[src/rtl/psg_pkg.sv]
// Shared types, constants and tables of the three-voice sound generator.
package psg_pkg;

    localparam int TICKS_W = 7;
    localparam int DIV_W = 8;
    localparam int ENV_STEPS = 128;
    localparam int LEVELS = 32;
    localparam logic [TICKS_W-1:0] TICKS_RESET = 7'd5;
    localparam logic [DIV_W-1:0] DIV_RESET = 8'd4;
    // mix per tick <= 135, ticks <= 127
    localparam int MIX_W = 15;

    localparam logic [1:0] REQ_SELECT = 2'd0;
    localparam logic [1:0] REQ_WRITE = 2'd1;
    localparam logic [1:0] REQ_READ = 2'd2;
    localparam logic [1:0] REQ_SAMPLE = 2'd3;

    localparam logic CFG_TICKS = 1'b0;
    localparam logic CFG_DIV = 1'b1;

    localparam logic KIND_READ = 1'b0;
    localparam logic KIND_SAMPLE = 1'b1;

    // Commands from controller to datapath
    typedef struct packed {
        logic tick;       // run one chip tick and accumulate
        logic clr_acc;    // clear accumulator
        logic div_start;  // load divider
        logic div_step;   // one restoring-divide step
        logic load_read;  // register read byte into result
        logic load_samp;  // register quotient into result
    } psg_cmd_t;

    typedef struct packed {
        logic div_done;
    } psg_sts_t;

    function automatic logic [5:0] level_lookup(input logic [4:0] idx);
        logic [5:0] r;
        case (idx)
            5'd0, 5'd1, 5'd2: r = 6'd0;
            5'd3, 5'd4, 5'd5: r = 6'd1;
            5'd6, 5'd7, 5'd8: r = 6'd2;
            5'd9: r = 6'd3;
            5'd10: r = 6'd3;
            5'd11: r = 6'd4;
            5'd12: r = 6'd4;
            5'd13: r = 6'd5;
            5'd14: r = 6'd6;
            5'd15: r = 6'd7;
            5'd16: r = 6'd8;
            5'd17: r = 6'd9;
            5'd18: r = 6'd10;
            5'd19: r = 6'd11;
            5'd20: r = 6'd13;
            5'd21: r = 6'd14;
            5'd22: r = 6'd16;
            5'd23: r = 6'd18;
            5'd24: r = 6'd20;
            5'd25: r = 6'd23;
            5'd26: r = 6'd26;
            5'd27: r = 6'd29;
            5'd28: r = 6'd32;
            5'd29: r = 6'd36;
            5'd30: r = 6'd40;
            default: r = 6'd45;
        endcase
        return r;
    endfunction

    function automatic logic [7:0] read_mask(input logic [3:0] idx);
        logic [7:0] r;
        case (idx)
            4'd1, 4'd3, 4'd5, 4'd13: r = 8'h0F;
            4'd6, 4'd8, 4'd9, 4'd10: r = 8'h1F;
            default: r = 8'hFF;
        endcase
        return r;
    endfunction

    // Envelope level for a shape at a position (closed form of the shape table)
    function automatic logic [4:0] env_level(input logic [3:0] shape,
                                             input logic [6:0] pos);
        logic       att;
        logic [4:0] ramp;
        logic [4:0] r;
        att = shape[2];
        ramp = att ? pos[4:0] : ~pos[4:0];
        if (pos < 7'd32) begin
            r = ramp;
        end else if (!shape[3]) begin
            r = 5'd0;
        end else if (shape[0]) begin
            // hold at end level, inverted if alternate
            r = (att ^ shape[1]) ? 5'd31 : 5'd0;
        end else if (shape[1]) begin
            r = pos[5] ? ~ramp : ramp;
        end else begin
            r = ramp;
        end
        return r;
    endfunction

endpackage

[src/rtl/psg_datapath.sv]
// Datapath: chip registers, tone/noise/envelope generators, mixer and divider.
module psg_datapath #(
    parameter int DIV_W = psg_pkg::DIV_W
) (
    input  logic               aclk,
    input  logic               aresetn,
    input  logic [1:0]         req_type,
    input  logic [7:0]         bus_value,
    input  logic               req_take,
    input  logic [DIV_W-1:0]   div_value,
    input  psg_pkg::psg_cmd_t  cmd,
    output psg_pkg::psg_sts_t  sts,
    output logic [7:0]         result_value
);
    localparam int MW = psg_pkg::MIX_W;

    logic [7:0]  regs_reg [16];
    logic [7:0]  regs_next [16];
    logic [7:0]  sel_reg, sel_next;
    logic [11:0] tcnt_reg [3];
    logic [11:0] tcnt_next [3];
    logic [2:0]  tbit_reg, tbit_next;
    logic [5:0]  ncnt_reg, ncnt_next;
    logic [16:0] nshift_reg, nshift_next;
    logic        nbit_reg, nbit_next;
    logic [15:0] ecnt_reg, ecnt_next;
    logic [6:0]  epos_reg, epos_next;
    logic [MW-1:0] acc_reg, acc_next;
    logic [MW-1:0] rem_reg, rem_next;
    logic [MW-1:0] quo_reg, quo_next;
    logic [3:0]  dcnt_reg, dcnt_next;
    logic [7:0]  res_reg, res_next;

    logic [7:0]  mix;
    logic [4:0]  elvl;
    logic [6:0]  cmp_noise;
    logic [15:0] eper;
    logic [15:0] ecnt_inc;
    logic [6:0]  epos_adv;
    logic [7:0]  rd_byte;
    logic [MW:0] trial;

    always_comb begin
        logic [11:0] per;
        logic [11:0] inc;
        logic [4:0]  vol;
        logic [4:0]  lv;
        for (int i = 0; i < 16; i++) regs_next[i] = regs_reg[i];
        sel_next = sel_reg;
        for (int i = 0; i < 3; i++) tcnt_next[i] = tcnt_reg[i];
        tbit_next = tbit_reg;
        ncnt_next = ncnt_reg;
        nshift_next = nshift_reg;
        nbit_next = nbit_reg;
        ecnt_next = ecnt_reg;
        epos_next = epos_reg;
        acc_next = acc_reg;
        mix = 8'd0;
        per = 12'd0;
        inc = 12'd0;
        vol = 5'd0;
        lv = 5'd0;

        // Bus requests
        if (req_take && req_type == psg_pkg::REQ_SELECT) sel_next = bus_value;
        if (req_take && req_type == psg_pkg::REQ_WRITE && sel_reg < 8'd16) begin
            regs_next[sel_reg[3:0]] = bus_value;
            if (sel_reg[3:0] == 4'd13) begin
                ecnt_next = 16'd0;
                epos_next = 7'd0;
            end
        end

        // Advance generators one tick
        cmp_noise = {regs_reg[6][4:0], 1'b0};
        eper = {regs_reg[12], regs_reg[11]};
        ecnt_inc = ecnt_reg + 16'd1;
        epos_adv = (epos_reg == 7'd127) ? 7'd64 : epos_reg + 7'd1;
        if (cmd.tick) begin
            for (int i = 0; i < 3; i++) begin
                per = {regs_reg[2*i+1][3:0], regs_reg[2*i]};
                inc = tcnt_reg[i] + 12'd1;
                if (inc >= per || inc == 12'd0) begin
                    tcnt_next[i] = 12'd0;
                    tbit_next[i] = ~tbit_reg[i];
                end else begin
                    tcnt_next[i] = inc;
                end
            end
            ncnt_next = ncnt_reg + 6'd1;
            if ({1'b0, ncnt_next} >= cmp_noise) begin
                ncnt_next = 6'd0;
                nshift_next = {nshift_reg[15:0], 1'b1 ^ nshift_reg[16] ^ nshift_reg[13]};
                nbit_next = nshift_next[16];
            end
            if (ecnt_inc >= eper || ecnt_inc == 16'd0) begin
                ecnt_next = 16'd0;
                epos_next = epos_adv;
            end else begin
                ecnt_next = ecnt_inc;
            end
            elvl = psg_pkg::env_level(regs_reg[13][3:0], epos_next);
            for (int i = 0; i < 3; i++) begin
                if ((tbit_next[i] | regs_reg[7][i]) & (nbit_next | regs_reg[7][i+3])) begin
                    vol = regs_reg[8+i][4:0];
                    if (vol[4]) lv = elvl;
                    else lv = (vol[3:0] != 4'd0) ? {vol[3:0], 1'b1} : 5'd0;
                    mix = mix + {2'b00, psg_pkg::level_lookup(lv)};
                end
            end
            acc_next = acc_reg + MW'(mix);
        end else begin
            elvl = 5'd0;
        end
        if (cmd.clr_acc) acc_next = '0;
    end

    // Read byte with port and mask rules
    always_comb begin
        rd_byte = 8'd0;
        if (sel_reg < 8'd16) begin
            if (sel_reg[3:0] >= 4'd14 && !regs_reg[7][{2'b11, sel_reg[0]}])
                rd_byte = 8'hFF;
            else
                rd_byte = regs_reg[sel_reg[3:0]] & psg_pkg::read_mask(sel_reg[3:0]);
        end
    end

    // Restoring divider, one quotient bit per cycle
    always_comb begin
        rem_next = rem_reg;
        quo_next = quo_reg;
        dcnt_next = dcnt_reg;
        trial = {rem_reg, quo_reg[MW-1]} - {{(MW+1-DIV_W){1'b0}}, div_value};
        if (cmd.div_start) begin
            rem_next = '0;
            quo_next = acc_reg;
            dcnt_next = 4'(MW);
        end else if (cmd.div_step) begin
            if (!trial[MW]) begin
                rem_next = trial[MW-1:0];
                quo_next = {quo_reg[MW-2:0], 1'b1};
            end else begin
                rem_next = {rem_reg[MW-2:0], quo_reg[MW-1]};
                quo_next = {quo_reg[MW-2:0], 1'b0};
            end
            dcnt_next = dcnt_reg - 4'd1;
        end
        res_next = res_reg;
        if (cmd.load_read) res_next = rd_byte;
        if (cmd.load_samp) begin
            if (div_value == '0 || quo_reg > MW'(255)) res_next = 8'hFF;
            else res_next = quo_reg[7:0];
        end
    end

    assign sts.div_done = (dcnt_reg == 4'd0);
    assign result_value = res_reg;

    // Hold state
    always_ff @(posedge aclk) begin
        if (!aresetn) begin
            for (int i = 0; i < 16; i++) regs_reg[i] <= (i == 7) ? 8'hFF : 8'h00;
            sel_reg <= 8'hFF;
            for (int i = 0; i < 3; i++) tcnt_reg[i] <= 12'd0;
            tbit_reg <= 3'd0;
            ncnt_reg <= 6'd0;
            nshift_reg <= 17'h0FFFF;
            nbit_reg <= 1'b0;
            ecnt_reg <= 16'd0;
            epos_reg <= 7'd0;
            acc_reg <= '0;
            dcnt_reg <= 4'd0;
        end else begin
            regs_reg <= regs_next;
            sel_reg <= sel_next;
            tcnt_reg <= tcnt_next;
            tbit_reg <= tbit_next;
            ncnt_reg <= ncnt_next;
            nshift_reg <= nshift_next;
            nbit_reg <= nbit_next;
            ecnt_reg <= ecnt_next;
            epos_reg <= epos_next;
            acc_reg <= acc_next;
            dcnt_reg <= dcnt_next;
        end
    end

    always_ff @(posedge aclk) begin
        rem_reg <= rem_next;
        quo_reg <= quo_next;
        res_reg <= res_next;
    end

endmodule

[src/rtl/psg_controller.sv]
// Controller: sequences ticks, division and the result handshake.
module psg_controller #(
    parameter int TICKS_W = psg_pkg::TICKS_W
) (
    input  logic               aclk,
    input  logic               aresetn,
    input  logic               s_valid,
    output logic               s_ready,
    input  logic [1:0]         req_type,
    output logic               req_take,
    input  logic [TICKS_W-1:0] ticks,
    output logic               m_valid,
    input  logic               m_ready,
    output logic               m_result_kind,
    output psg_pkg::psg_cmd_t  cmd,
    input  psg_pkg::psg_sts_t  sts
);
    typedef enum logic [3:0] {
        ST_IDLE = 4'b0001,
        ST_TICK = 4'b0010,
        ST_DIV  = 4'b0100,
        ST_FIN  = 4'b1000
    } state_t;

    state_t state_reg, state_next;
    logic [TICKS_W-1:0] tcnt_reg, tcnt_next;
    logic vld_reg, vld_next;
    logic kind_reg, kind_next;
    logic out_free;

    assign out_free = !vld_reg || m_ready;
    assign s_ready = (state_reg == ST_IDLE) && out_free;
    assign req_take = s_valid && s_ready;

    // Next state and commands
    always_comb begin
        state_next = state_reg;
        tcnt_next = tcnt_reg;
        vld_next = vld_reg && !m_ready;
        kind_next = kind_reg;
        cmd = '0;
        case (state_reg)
            ST_IDLE: begin
                if (req_take && req_type == psg_pkg::REQ_READ) begin
                    cmd.load_read = 1'b1;
                    vld_next = 1'b1;
                    kind_next = psg_pkg::KIND_READ;
                end else if (req_take && req_type == psg_pkg::REQ_SAMPLE) begin
                    cmd.clr_acc = 1'b1;
                    tcnt_next = ticks;
                    state_next = (ticks == '0) ? ST_DIV : ST_TICK;
                    if (ticks == '0) cmd.div_start = 1'b0;
                end
            end
            ST_TICK: begin
                cmd.tick = 1'b1;
                tcnt_next = tcnt_reg - 1'b1;
                if (tcnt_reg == TICKS_W'(1)) state_next = ST_DIV;
            end
            ST_DIV: begin
                cmd.div_start = 1'b1;
                state_next = ST_FIN;
            end
            ST_FIN: begin
                if (!sts.div_done) begin
                    cmd.div_step = 1'b1;
                end else if (out_free) begin
                    cmd.load_samp = 1'b1;
                    vld_next = 1'b1;
                    kind_next = psg_pkg::KIND_SAMPLE;
                    state_next = ST_IDLE;
                end
            end
            default: state_next = ST_IDLE;
        endcase
    end

    assign m_valid = vld_reg;
    assign m_result_kind = kind_reg;

    always_ff @(posedge aclk) begin
        if (!aresetn) begin
            state_reg <= ST_IDLE;
            vld_reg <= 1'b0;
            tcnt_reg <= '0;
            kind_reg <= 1'b0;
        end else begin
            state_reg <= state_next;
            vld_reg <= vld_next;
            tcnt_reg <= tcnt_next;
            kind_reg <= kind_next;
        end
    end

endmodule

[src/rtl/psg_three_voice_sound_generator.sv]
// Top level of the three-voice sound generator.
// Usage:
//   Input channel s_valid/s_ready carries s_req_type and s_bus_value:
//   select register, write data, read data, or request one sample.
//   Select and write give no result; read and sample give one result on
//   m_valid/m_ready with m_result_kind (0 read, 1 sample) and m_result_value.
//   Configuration channel cfg_valid/cfg_ready (always ready) writes
//   ticks_per_sample (index 0) or amp_divisor (index 1) from cfg_data.
// Timing:
//   Select, write and read are handled in the idle state; a read result
//   appears the cycle after acceptance.
//   A sample runs ticks_per_sample chip ticks (one chip tick per cycle),
//   then a divider load and the divider steps (one quotient bit each),
//   then registers the result; no new transaction is taken before the
//   sample result is registered.
// Reset: chip registers clear (mixer to 0xFF), selected register 0xFF,
//   ticks_per_sample 5, amp_divisor 4, no result pending.
// Stall: a result waits in the output register; a new item is accepted
//   while it is taken, and a finished sample holds until the register frees.
module psg_three_voice_sound_generator #(
    parameter int TICKS_W = psg_pkg::TICKS_W,
    parameter int DIV_W = psg_pkg::DIV_W
) (
    input  logic               aclk,
    input  logic               aresetn,
    input  logic               s_valid,
    output logic               s_ready,
    input  logic [1:0]         s_req_type,
    input  logic [7:0]         s_bus_value,
    output logic               m_valid,
    input  logic               m_ready,
    output logic               m_result_kind,
    output logic [7:0]         m_result_value,
    input  logic               cfg_valid,
    output logic               cfg_ready,
    input  logic               cfg_index,
    input  logic [7:0]         cfg_data
);
    logic [TICKS_W-1:0] ticks_reg;
    logic [DIV_W-1:0]   div_reg;
    logic               req_take;
    psg_pkg::psg_cmd_t  cmd;
    psg_pkg::psg_sts_t  sts;

    assign cfg_ready = 1'b1;

    // Store configuration
    always_ff @(posedge aclk) begin
        if (!aresetn) begin
            ticks_reg <= psg_pkg::TICKS_RESET;
            div_reg <= psg_pkg::DIV_RESET;
        end else if (cfg_valid) begin
            if (cfg_index == psg_pkg::CFG_TICKS) ticks_reg <= cfg_data[TICKS_W-1:0];
            else div_reg <= cfg_data[DIV_W-1:0];
        end
    end

    psg_controller #(.TICKS_W(TICKS_W)) u_ctrl (
        .aclk(aclk), .aresetn(aresetn),
        .s_valid(s_valid), .s_ready(s_ready), .req_type(s_req_type),
        .req_take(req_take), .ticks(ticks_reg),
        .m_valid(m_valid), .m_ready(m_ready), .m_result_kind(m_result_kind),
        .cmd(cmd), .sts(sts)
    );

    psg_datapath #(.DIV_W(DIV_W)) u_dp (
        .aclk(aclk), .aresetn(aresetn),
        .req_type(s_req_type), .bus_value(s_bus_value), .req_take(req_take),
        .div_value(div_reg), .cmd(cmd), .sts(sts), .result_value(m_result_value)
    );

endmodule

[config.mk]
export PLATFORM = sky130hd
export DESIGN_NAME = psg_three_voice_sound_generator
export DESIGN_NICKNAME = d
export VERILOG_FILES = /design/src/rtl/psg_pkg.sv /design/src/rtl/psg_datapath.sv /design/src/rtl/psg_controller.sv /design/src/rtl/psg_three_voice_sound_generator.sv
export SDC_FILE = /design/constraint.sdc
export NUM_CORES = 1
export LEC_CHECK = 0
export BUFFER_PORTS_ARGS = -buffer_cell sky130_fd_sc_hd__clkbuf_2
export CAP_MARGIN = 20
export CORE_MARGIN = 2
export CORE_UTILIZATION = 55
export CTS_BUF_LIST = sky130_fd_sc_hd__clkbuf_8
export DETAILED_ROUTE_END_ITERATION = 6
export PLACE_DENSITY = 0.74
export SLEW_MARGIN = 10
export SYNTH_ARGS = -nofsm -noshare
export SYNTH_HDL_FRONTEND = slang
export SYNTH_SLANG_ARGS = --single-unit
[constraint.sdc]
create_clock -name aclk -period 19.5 [get_ports aclk]
set_input_delay 3.9 -clock aclk [delete_from_list [all_inputs] [get_ports aclk]]
set_output_delay 3.9 -clock aclk [all_outputs]
set_load 0.005 [all_outputs]
# Yosys cells after proc, flatten, opt, wreduce, memory -nomap -nowiden
# Memories as Yosys holds them, arrays and structs flattened. A register that Yosys moved wholly into a read port is not among the register bits.
# Index checks and enable logic that the tools add are counted.
# word_totals
latchBits	0
wordCells	250
rom_bits	640
register_bits	307
ram_bits	0
output_inout_bits	12
n_memories	4
# classes
eq_ne	16
n_bitwise	21
mul	0
n_lt_le_gt_ge	12
n_mux	104
n_addsub	12
n_reduce_logical	44
shifts	0
n_div	0
# mem_list
memory	depth	word_bits	read_ports	rd_ports_with_merged_regs	write_ports	line	text
(name not given)	32	6	1	0	0	psg_pkg.sv:40	case (idx)
(name not given)	32	6	1	0	0	psg_pkg.sv:40	
(name not given)	32	6	1	0	0	psg_pkg.sv:40	
(name not given)	16	4	1	1	0	psg_pkg.sv:73	case (idx)
# ops
operator	n
bitwise mux 128 bit	1
2-to-1 mux 8 bit	15
2-to-1 mux 5 bit	19
2-to-1 mux 16 bit	4
2-to-1 mux 7 bit	8
2-to-1 mux 15 bit	3
adder 12 x 1 -> 12 bit (second input constant)	3
greater-or-equal comparator 12 bit	3
zero test 12 bit	3
2-to-1 mux 12 bit	3
2-to-1 mux 4 bit	9
2-to-1 mux 6 bit	6
binary-select mux 8 bit (select 4 bit)	1
demux 8 bit (select 4 bit)	1
2-to-1 mux 1 bit	26
adder 16 x 1 -> 16 bit (second input constant)	1
adder 8 x 6 -> 8 bit	2
greater-or-equal comparator 16 bit	1
zero test 16 bit	1
case mux 4 bit (4 select lines)	1
subtractor 16 x 8 -> 16 bit	1
adder 15 x 8 -> 15 bit	1
greater-than comparator 15 x 8 -> 1 bit (second input constant)	1
case mux 7 bit (2 select lines)	1
other kinds (45)	94

# Depth between registers and ports, before layout
# Gate-level depths: netlist of the first run.
# An unclocked memory read counts as a cell.
# logic_depth
ltp_word	30
depth_mapped	44
mapped_depth_nobuf	42

# By module
# A second synthesis of the first run with hierarchy kept.
# hier_totals
cells_unflattened	2219
hier_area_um2	19530.0
# by_module_without_submodules
module	area_each_um2	seq_area_each_um2	n_inst	cells_per_inst
psg_datapath	18158.7	5855.6	1	2064
psg_controller	773.2	260.2	1	91
psg_three_voice_sound_generator	598.1	300.3	1	64

# Least setup slack after synthesis of the first run
# OpenSTA, ideal clock, no wires.
# synth_path
path_kind	input port to flip-flop
startpoint	input m_ready
endpoint	register u_dp.acc_reg[14]
setup_slack_ps	9126
required_ps	19372
stages	32
path_buffers	1
t_arrival_ps	10246
setup_time_ps	128
path_cell_list	nand2b_1 -> nand4b_1 -> or3_1 -> clkbuf_1 -> and2_1 -> mux2i_1 -> xnor2_1 -> or3_1 -> a32oi_4 -> inv_1 -> ha_1 -> mux2i_1 -> o221a_2 -> o21ai_1 -> nor2b_1 -> ha_1 -> fa_1 -> mux2_2 -> fa_1 -> xor2_1 -> mux2_2 -> ha_1 -> a21o_1 -> a21o_1 -> a21o_1 -> a21oi_1 -> o21bai_1 -> a21oi_1 -> nor3b_1 -> nand3_1 -> xor2_1 -> nor2_1
# synth_via
elab_chain_cells	29
word_cells_on_any_way	48
# synth_lines
element	line	text
start: declaration	psg_three_voice_sound_generator.sv:31	input logic m_ready,
logical OR 1 bit *	psg_controller.sv:31	assign out_free = !vld_reg || m_ready;
logical AND 1 bit *	psg_controller.sv:32	assign s_ready = (state_reg == ST_IDLE) && out_free;
logical AND 1 bit *	psg_controller.sv:33	assign req_take = s_valid && s_ready;
logical AND 1 bit (2 in series)	psg_datapath.sv:66	if (req_take && req_type == psg_pkg::REQ_WRITE && sel_reg < 8'd16) begin
2-to-1 mux 7 bit	psg_datapath.sv:66	
2-to-1 mux 7 bit	psg_datapath.sv:96	if (ecnt_inc >= eper || ecnt_inc == 16'd0) begin
2-to-1 mux 7 bit	psg_datapath.sv:79	if (cmd.tick) begin
inverter 5 bit	psg_pkg.sv:88	ramp = att ? pos[4:0] : ~pos[4:0];
(+12 left out)	n/a	
2-to-1 mux 8 bit / 2-to-1 mux 6 bit (equally long branches)	psg_datapath.sv:79	
adder 8 x 6 -> 8 bit	psg_datapath.sv:108	mix = mix + {2'b00, psg_pkg::level_lookup(lv)};
2-to-1 mux 8 bit	psg_datapath.sv:104	if ((tbit_next[i] | regs_reg[7][i]) & (nbit_next | regs_reg[7][i+3])) begin
2-to-1 mux 8 bit	psg_datapath.sv:79	
adder 8 x 6 -> 8 bit	psg_datapath.sv:108	
2-to-1 mux 8 bit	psg_datapath.sv:104	
2-to-1 mux 8 bit	psg_datapath.sv:79	
adder 15 x 8 -> 15 bit	psg_datapath.sv:111	acc_next = acc_reg + MW'(mix);
end signal: assignment	psg_datapath.sv:184	acc_reg <= acc_next;
end: declaration	psg_datapath.sv:28	logic [MW-1:0] acc_reg, acc_next;
# Mark *: on every way between the ends. The rest lies on a longest branch, timed or not. The select of a mux whose other input is x is not followed.
# A chain may end at the register's enable or synchronous reset.

# Final worst setup path of the first run
# layout_path
startpoint	input m_ready
endpoint	register u_dp.acc_reg[12]
# Same word-level chain as after synthesis.

==> results.md, run 1 <==
* Count of cell types in the netlist at 88
* Tot GR Track Use at 0.241
* WHS Path Cells at 2
* Fill count at 2862
* Fmax at 91.4 MHz
* Initial antenna violation count at 0
* Max_cap viols at 0
* Synthesized area at 18700 sq um
* Leakage power at 0.00842 uW
* R2R setup slack at 9.91 ns
* Slew HR at 0.252
* DRC Markers at 0
* Synth top area cells: dfxtp_1 31%, ha_1 7.2%, mux2i_1 7.0%, nor2b_1 5.5%, nand2_1 5.2%
* Clock Skews at 0.0145 ns
* Clock transition at path regs at 0.06 ns
* Synth area leader: dfxtp_1
* Min cycle time layout at 10.94 ns
* Cells after Synth at 2105
* Cell mode on critical path: a21o_1
* Hold Fails Final Rpt at 0
* Sequential area share after synthesis at 0.344
* Die Wd at 188 microns
* Hpwl dp at 30400 microns
* Most common cell after layout, fill and taps aside: dfxtp_1
* DIE HEIGHT at 188 microns
* Setup crit start kind: primary input
* # diodes at 0
* CTS resizes at 0
* Commonest cells after routing, fill and taps aside: 285 x dfxtp_1, 257 x nand2_1, 163 x nor2b_1, 131 x mux2i_1, 114 x nor2_1
* Sink Count at 309
* Crit path largest cell delay at 0.73 ns
* Synth Area in XOR/XNOR at 0.0497
* Synth async-reset ratio at 0
* Core area at 33400 sq um
* Setup-failing EPs final at 0
* Layout Area Growth over Synthesis at 8.02%
* #FFs+latches synth at 309
* R2R Path Start: u_dp.ecnt_reg[4]$_SDFFE_PN0P_
* Total congestion overflow at 0
* IO Count at 36
* Post-synth top flop: dfxtp_1
* Multiplexer share of the synthesized area at 0.135
* Crit path from: m_ready
* Critical Path RT at 19.96 ns
* Worst setup EP type: register
* Drt pass-1 iters at 5
* Mean area per synthesized cell at 8.87 sq um
* Drt total wl at 43200 microns
* Clk root buf: clkbuf_8
* Simple-gate share of the synthesized area at 0.213
* Port Buffers at 34
* Status: finished, final reports clean
* Worst Path Max Fanout at 17
* R2R cell count at 35
* CTS tree: done
* Worst r2r dst: u_dp.acc_reg[12]$_SDFFE_PP0P_
* Initial Util at 0.558
* Post-synth top area share at 0.307
* Hold Startpoint: u_dp.tcnt_reg[10]$_SDFFE_PN0P_
* Wire per inst at 16.8 microns
* Routed Antenna Nets at 0
* First-pass GRT wire length at 71400 microns
* CTS Buffer Depth at 3
* Hold Buf Count CTS at 0
* Rows at 67
* Pwr dens at 65.5 nW/um^2
* Via count at 14866
* Adder-cell share of the synthesized area at 0.0760
* Largest family of logic cells by synthesized area: simple AND/OR/NAND/NOR gates
* Vias in the first global route at 14398
* Setup CP Type: in -> reg
* Area after DPL at 19000 sq um
* Largest register FFs at 107
* Ratio of cells with drive above 1 in the final layout at 0.110
* Area of the die at 35400 sq um
* Final worst-path cycle share at 0.561
* Postcts setup bufs at 0
* DRT iter0 DRCs at 1038
* Post-synth EDFFs at 23
* GP Congestion at 0.885
* # nets final at 2223
* Syn_nets at 2240
* RSZ-0062 raised after global routing: false
* Count of warnings emitted by yosys at 0
* Min-delay worst type: reg -> reg
* Synth Area in Compound Gates at 0.137
* Slew of the pin with the lowest slew margin at 1.12 ns
* Pin count of the biggest net entering global routing at 168
* Fin area at 20200 sq um
* Post-DR vias/cell at 5.77
* Post-route setup TNS at 0 ns
* Worst skew pair latency at 0.59 ns
* Data arrival time of the worst path at 11.40 ns
* Min-Delay Endpoint: u_dp.tcnt_reg[10]$_SDFFE_PN0P_
* Num CTS Buffers at 52
* H-tree levels at 2
* Worst VDD drop at 52.7 uV
* Final Max Tran Viols at 0
* Slowest-stage cell, CP: or3_1
## Yosys cell counts (all sizes together) (57+ instances only)
cell and n:
a21boi 57, a21oi 82, clkbuf 95, dfxtp 286, ha 107, inv 100
mux2i 131, nand2 257, nand3 84, nor2 114, nor2b 163, o21ai 83
xnor2 63
## cell type report
type                            count  area, sq um  share of cell area
Multi-Input combinational cell   1579        11400               0.566
Sequential cell                   309         6420               0.318
Clock buffer                       65          895              0.0444
Tap cell                          448          561              0.0278
Inverter                          100          375              0.0186
Timing Repair Buffer               46          270              0.0134
Clock inverter                     28          229              0.0114
## worst max-delay path, delay by kind of cell
| kind | cells | cell delay, ns |
|---|---|---|
| AOI/OAI and AO/OA | 10 | 1.99 |
| xor gates and xnor gates | 2 | 0.28 |
| adders and majority gates | 5 | 1.87 |
| buffers and inverters | 3 | 0.30 |
| muxes | 4 | 0.71 |
| and+or+nand+nor | 9 | 2.30 |
## power by group
group / leakage [uW] / switching [uW] / internal, uW / total (uW)
combinational: 0.00528 / 33.2 / 21.6 / 54.8
clock: 0.000629 / 267 / 353 / 620
sequential: 0.00251 / 4.16 / 643 / 647
total: 0.00842 / 304 / 1020 / 1320
## metal layers
metal  share of wire  GRT usage  up-vias
met2            0.47      0.403      315
met3           0.049     0.0333       72
met1            0.46      0.327     7135
met5               0          0        -
met4           0.020     0.0672        0
li1                -          -     7344
## metrics by stage
stage / setup slack, ns / hold WS (ns) / cells / utilization / total power, uW
floorplan: 9.13 / 0.438 / 2105 / - / 700
global placement: 8.24 / 0.449 / 2481 / 0.569 / 714
detailed placement: 7.98 / 0.456 / 2481 / 0.569 / 715
CTS: 8.62 / 0.468 / 2574 / 0.603 / 1330
global route: 7.98 / 0.492 / 2575 / 0.603 / 1360
finish: 8.56 / 0.464 / 2575 / 0.603 / 1320
## cells by family (layout without fill, tap and decap cells)
| group | after synthesis | after routing |
|---|---|---|
| and+or+nand+nor | 790 | 790 |
| AOI/OAI and AO/OA | 374 | 374 |
| DFF | 309 | 309 |
| buffers and inverters | 217 | 239 |
| muxes | 198 | 198 |
| adders and majority gates | 111 | 111 |
| xor gates and xnor gates | 105 | 105 |
| other | 1 | 1 |
## worst max path at each step
stage	to	depth (start not counted)
finish	u_dp.acc_reg[12]$_SDFFE_PP0P_	33
global route	u_dp.acc_reg[12]$_SDFFE_PP0P_	31
CTS	u_dp.acc_reg[14]$_SDFFE_PP0P_	33
detailed placement	u_dp.acc_reg[14]$_SDFFE_PP0P_	33
global placement	u_dp.acc_reg[12]$_SDFFE_PP0P_	33
floorplan	u_dp.acc_reg[14]$_SDFFE_PP0P_	32
(Power assumes the default switching activity.)
==> run 2: changes to the inputs <==
Settings changed: ABC_AREA from default to 1.
Clock period 19.5 ns to 11 ns, I/O delays scaled along.
==> run 2 against run 1 <==
  * Final cell count grew 14%
  * Area after synthesis shrank 5.4%
  * Cell area shrank 5.3%
  * Register-to-register slack worse by 7.4 ns
  * Clock skew grew 0.029 ns
  * Global-route usage grew 3.3 points
  * Non-clock buffer count fell by 1
  * Critical path depth increased by 13
  * Synthesized cell count rose by 19%
  * Hold slack got worse by 0.013 ns
  * Critical path type unchanged
  * Largest power group unchanged
==> results.md, run 2 <==
* Syn_nets at 2638
* First-pass GRT wire length at 75300 microns
* Core area at 31600 sq um
* Synth area leader: dfxtp_1
* Hpwl dp at 32800 microns
* Multi-input gate area at 9480 sq um
* Worst Setup Slack post-DPL at 1.72 ns
* Final Max Tran Viols at 0
* #FFs+latches synth at 309
* DRC Markers at 0
* Layout Area Growth over Synthesis at 8.05%
* Cells after Synth at 2503
* Setup ws final at 2.30 ns
* Pin count of the biggest net entering global routing at 139
* Hold Fails Final Rpt at 0
* GP Congestion at 0.948
* Sink Count at 309
* Crit path largest cell delay at 0.55 ns
* Worst setup EP type: register
* Num CTS Buffers at 52
* Comb power frac at 0.185
* Slew of the pin with the lowest slew margin at 1.04 ns
* Commonest cells after routing, fill and taps aside: 461 x nand2_1, 376 x inv_1, 286 x dfxtp_1, 273 x a21oi_1, 268 x o21ai_0
* Synthesized area at 17700 sq um
* Initial antenna violation count at 0
* Post-route setup TNS at 0 ns
* Final worst-path cycle share at 0.791
* Buf/Inv on CP at 5
* Most instantiated cells after synthesis: 461 x nand2_1, 357 x inv_1, 286 x dfxtp_1, 273 x a21oi_1, 268 x o21ai_0
* IO Count at 36
* Count of cell types in the netlist at 58
* Drt total wl at 46200 microns
* Net switching share of the total power at 0.317
* Min cycle time layout at 8.70 ns
* Initial Util at 0.559
* Slew HR at 0.301
* Clock transition at path regs at 0.06 ns
* Routed Antenna Nets at 0
* Rows at 65
* Worst skew pair latency at 0.63 ns
* DIE HEIGHT at 183 microns
* Setup-failing EPs final at 0
* Post-synth top area share at 0.324
* Via count at 16591
* Status: finished, final reports clean
* Slowest-stage cell, CP: nand2_1
* Sw Pwr at 888 uW
* Critical Path RT at 11.53 ns
* Synth top area cells: dfxtp_1 32%, nand2_1 9.8%, a21oi_1 7.7%, o21ai_0 7.6%, inv_1 7.6%
* Tot GR Track Use at 0.274
* Largest register FFs at 107
* Setup CP Type: in -> reg
* Clock Power Share at 0.364
* H-tree levels at 2
* Cell Int Power at 1910 uW
* Fmax at 115 MHz
* DRT iter0 DRCs at 1523
* Clock Skews at 0.0434 ns
* Reg power frac at 0.451
* Fill count at 2909
* CTS tree: done
* Min-delay worst type: reg -> reg
* CTS resizes at 0
* Sequential area share after synthesis at 0.363
* # nets final at 2637
* Leakage power at 0.00829 uW
* Drt pass-1 iters at 7
* Area of the die at 33600 sq um
* Clk root buf: clkbuf_8
* Mean area per synthesized cell at 7.06 sq um
* Pwr dens at 147 nW/um^2
* Post-synth EDFFs at 23
* Max_cap viols at 0
* # diodes at 0
* Synth async-reset ratio at 0
* Cell mode on critical path: nand2_1
* Most common cell after layout, fill and taps aside: nand2_1
* Post-synth top flop: dfxtp_1
* Kind of cell adding the most delay to the critical path: simple AND/OR/NAND/NOR gates
* R2R setup slack at 2.48 ns
* FF+latch area at 6420 sq um
* Setup crit start kind: primary input
* Worst Path Max Fanout at 22
* RSZ-0062 raised after global routing: false
* Count of warnings emitted by yosys at 0
* Postcts setup bufs at 0
* Most frequent cell after synthesis: nand2_1
* CTS Buffer Depth at 3
* Die Wd at 183 microns
* Worst VDD drop at 77.4 uV
* Data arrival time of the worst path at 9.23 ns
* Port Buffers at 34
* Total congestion overflow at 0
* Wire per inst at 15.7 microns
* Hold Buf Count CTS at 0
* Vias in the first global route at 15367
* Ratio of cells with drive above 1 in the final layout at 0.0704
* Post-DR vias/cell at 5.63
## run 2: power groups by stage
| stage | Combinational (uW) | Clock, uW | Sequential (uW) |
|---|---|---|---|
| finish | 518 | 1020 | 1260 |
| global route | 583 | 1090 | 1270 |
| CTS | 509 | 1030 | 1260 |
| detailed placement | 505 | 0 | 1290 |
| global placement | 490 | 0 | 1280 |
| floorplan | 382 | 0 | 1270 |
## run 2: cell families (layout without fill, tap and decap cells)
group                    after synthesis  in the layout  synth area share
AO/OA/AOI/OAI                        705            705             0.220
XOR/XNOR                              55             55            0.0273
adder cells (fa/ha/maj)              111            111            0.0803
buffers and inverters                469            509             0.101
flip-flops                           309            309             0.363
other                                  1              1          0.000212
AND/OR/NAND/NOR                      853            853             0.208
## run 2: path summary, 6_finish.rpt
path	startpoint	to	cells past startpoint
hold reg to reg	u_dp.regs_reg[117]$_SDFFE_PN0P_	u_dp.regs_reg[117]$_SDFFE_PN0P_	2
setup reg to reg	u_dp.sel_reg[0]$_SDFFE_PN1P_	u_dp.acc_reg[11]$_SDFFE_PP0P_	44
setup / recovery	m_ready	u_dp.acc_reg[11]$_SDFFE_PP0P_	46
hold / removal	u_dp.regs_reg[117]$_SDFFE_PN0P_	u_dp.regs_reg[117]$_SDFFE_PN0P_	2
## run 2: through the flow
stage	cells	area, sq um	hold WS (ns)	util	total power, uW
2_1_floorplan	2503	17700	0.425	-	1650
3_3_place_gp	2847	18000	0.437	0.570	1770
3_5_place_dp	2847	18000	0.443	0.570	1790
4_1_cts	2942	19100	0.453	0.602	2800
5_1_grt	2945	19100	0.468	0.604	2940
6_report	2945	19100	0.451	0.604	2800
## run 2: worst reg2reg max path: cells and delay by family, from the launching register on
kind            cells  cell delay [ns]
fa+ha+maj           5             1.80
simple gates       21             3.14
buf+inv             7             1.58
compound gates     11             1.52
flops               1             0.39
## run 2: layer usage
metal,GRT usage,vias up,share of wire
li1,-,8354,-
met1,0.365,7588,0.45
met2,0.450,560,0.45
met3,0.0419,89,0.070
met4,0.105,0,0.031
met5,0,-,0
## run 2: area by class of cell
cell class                      count  area share
Multi-Input combinational cell   1725       0.497
Sequential cell                   309       0.336
Inverter                          369      0.0725
Clock buffer                       62      0.0447
Tap cell                          402      0.0263
Timing Repair Buffer               45      0.0144
Clock inverter                     33     0.00944
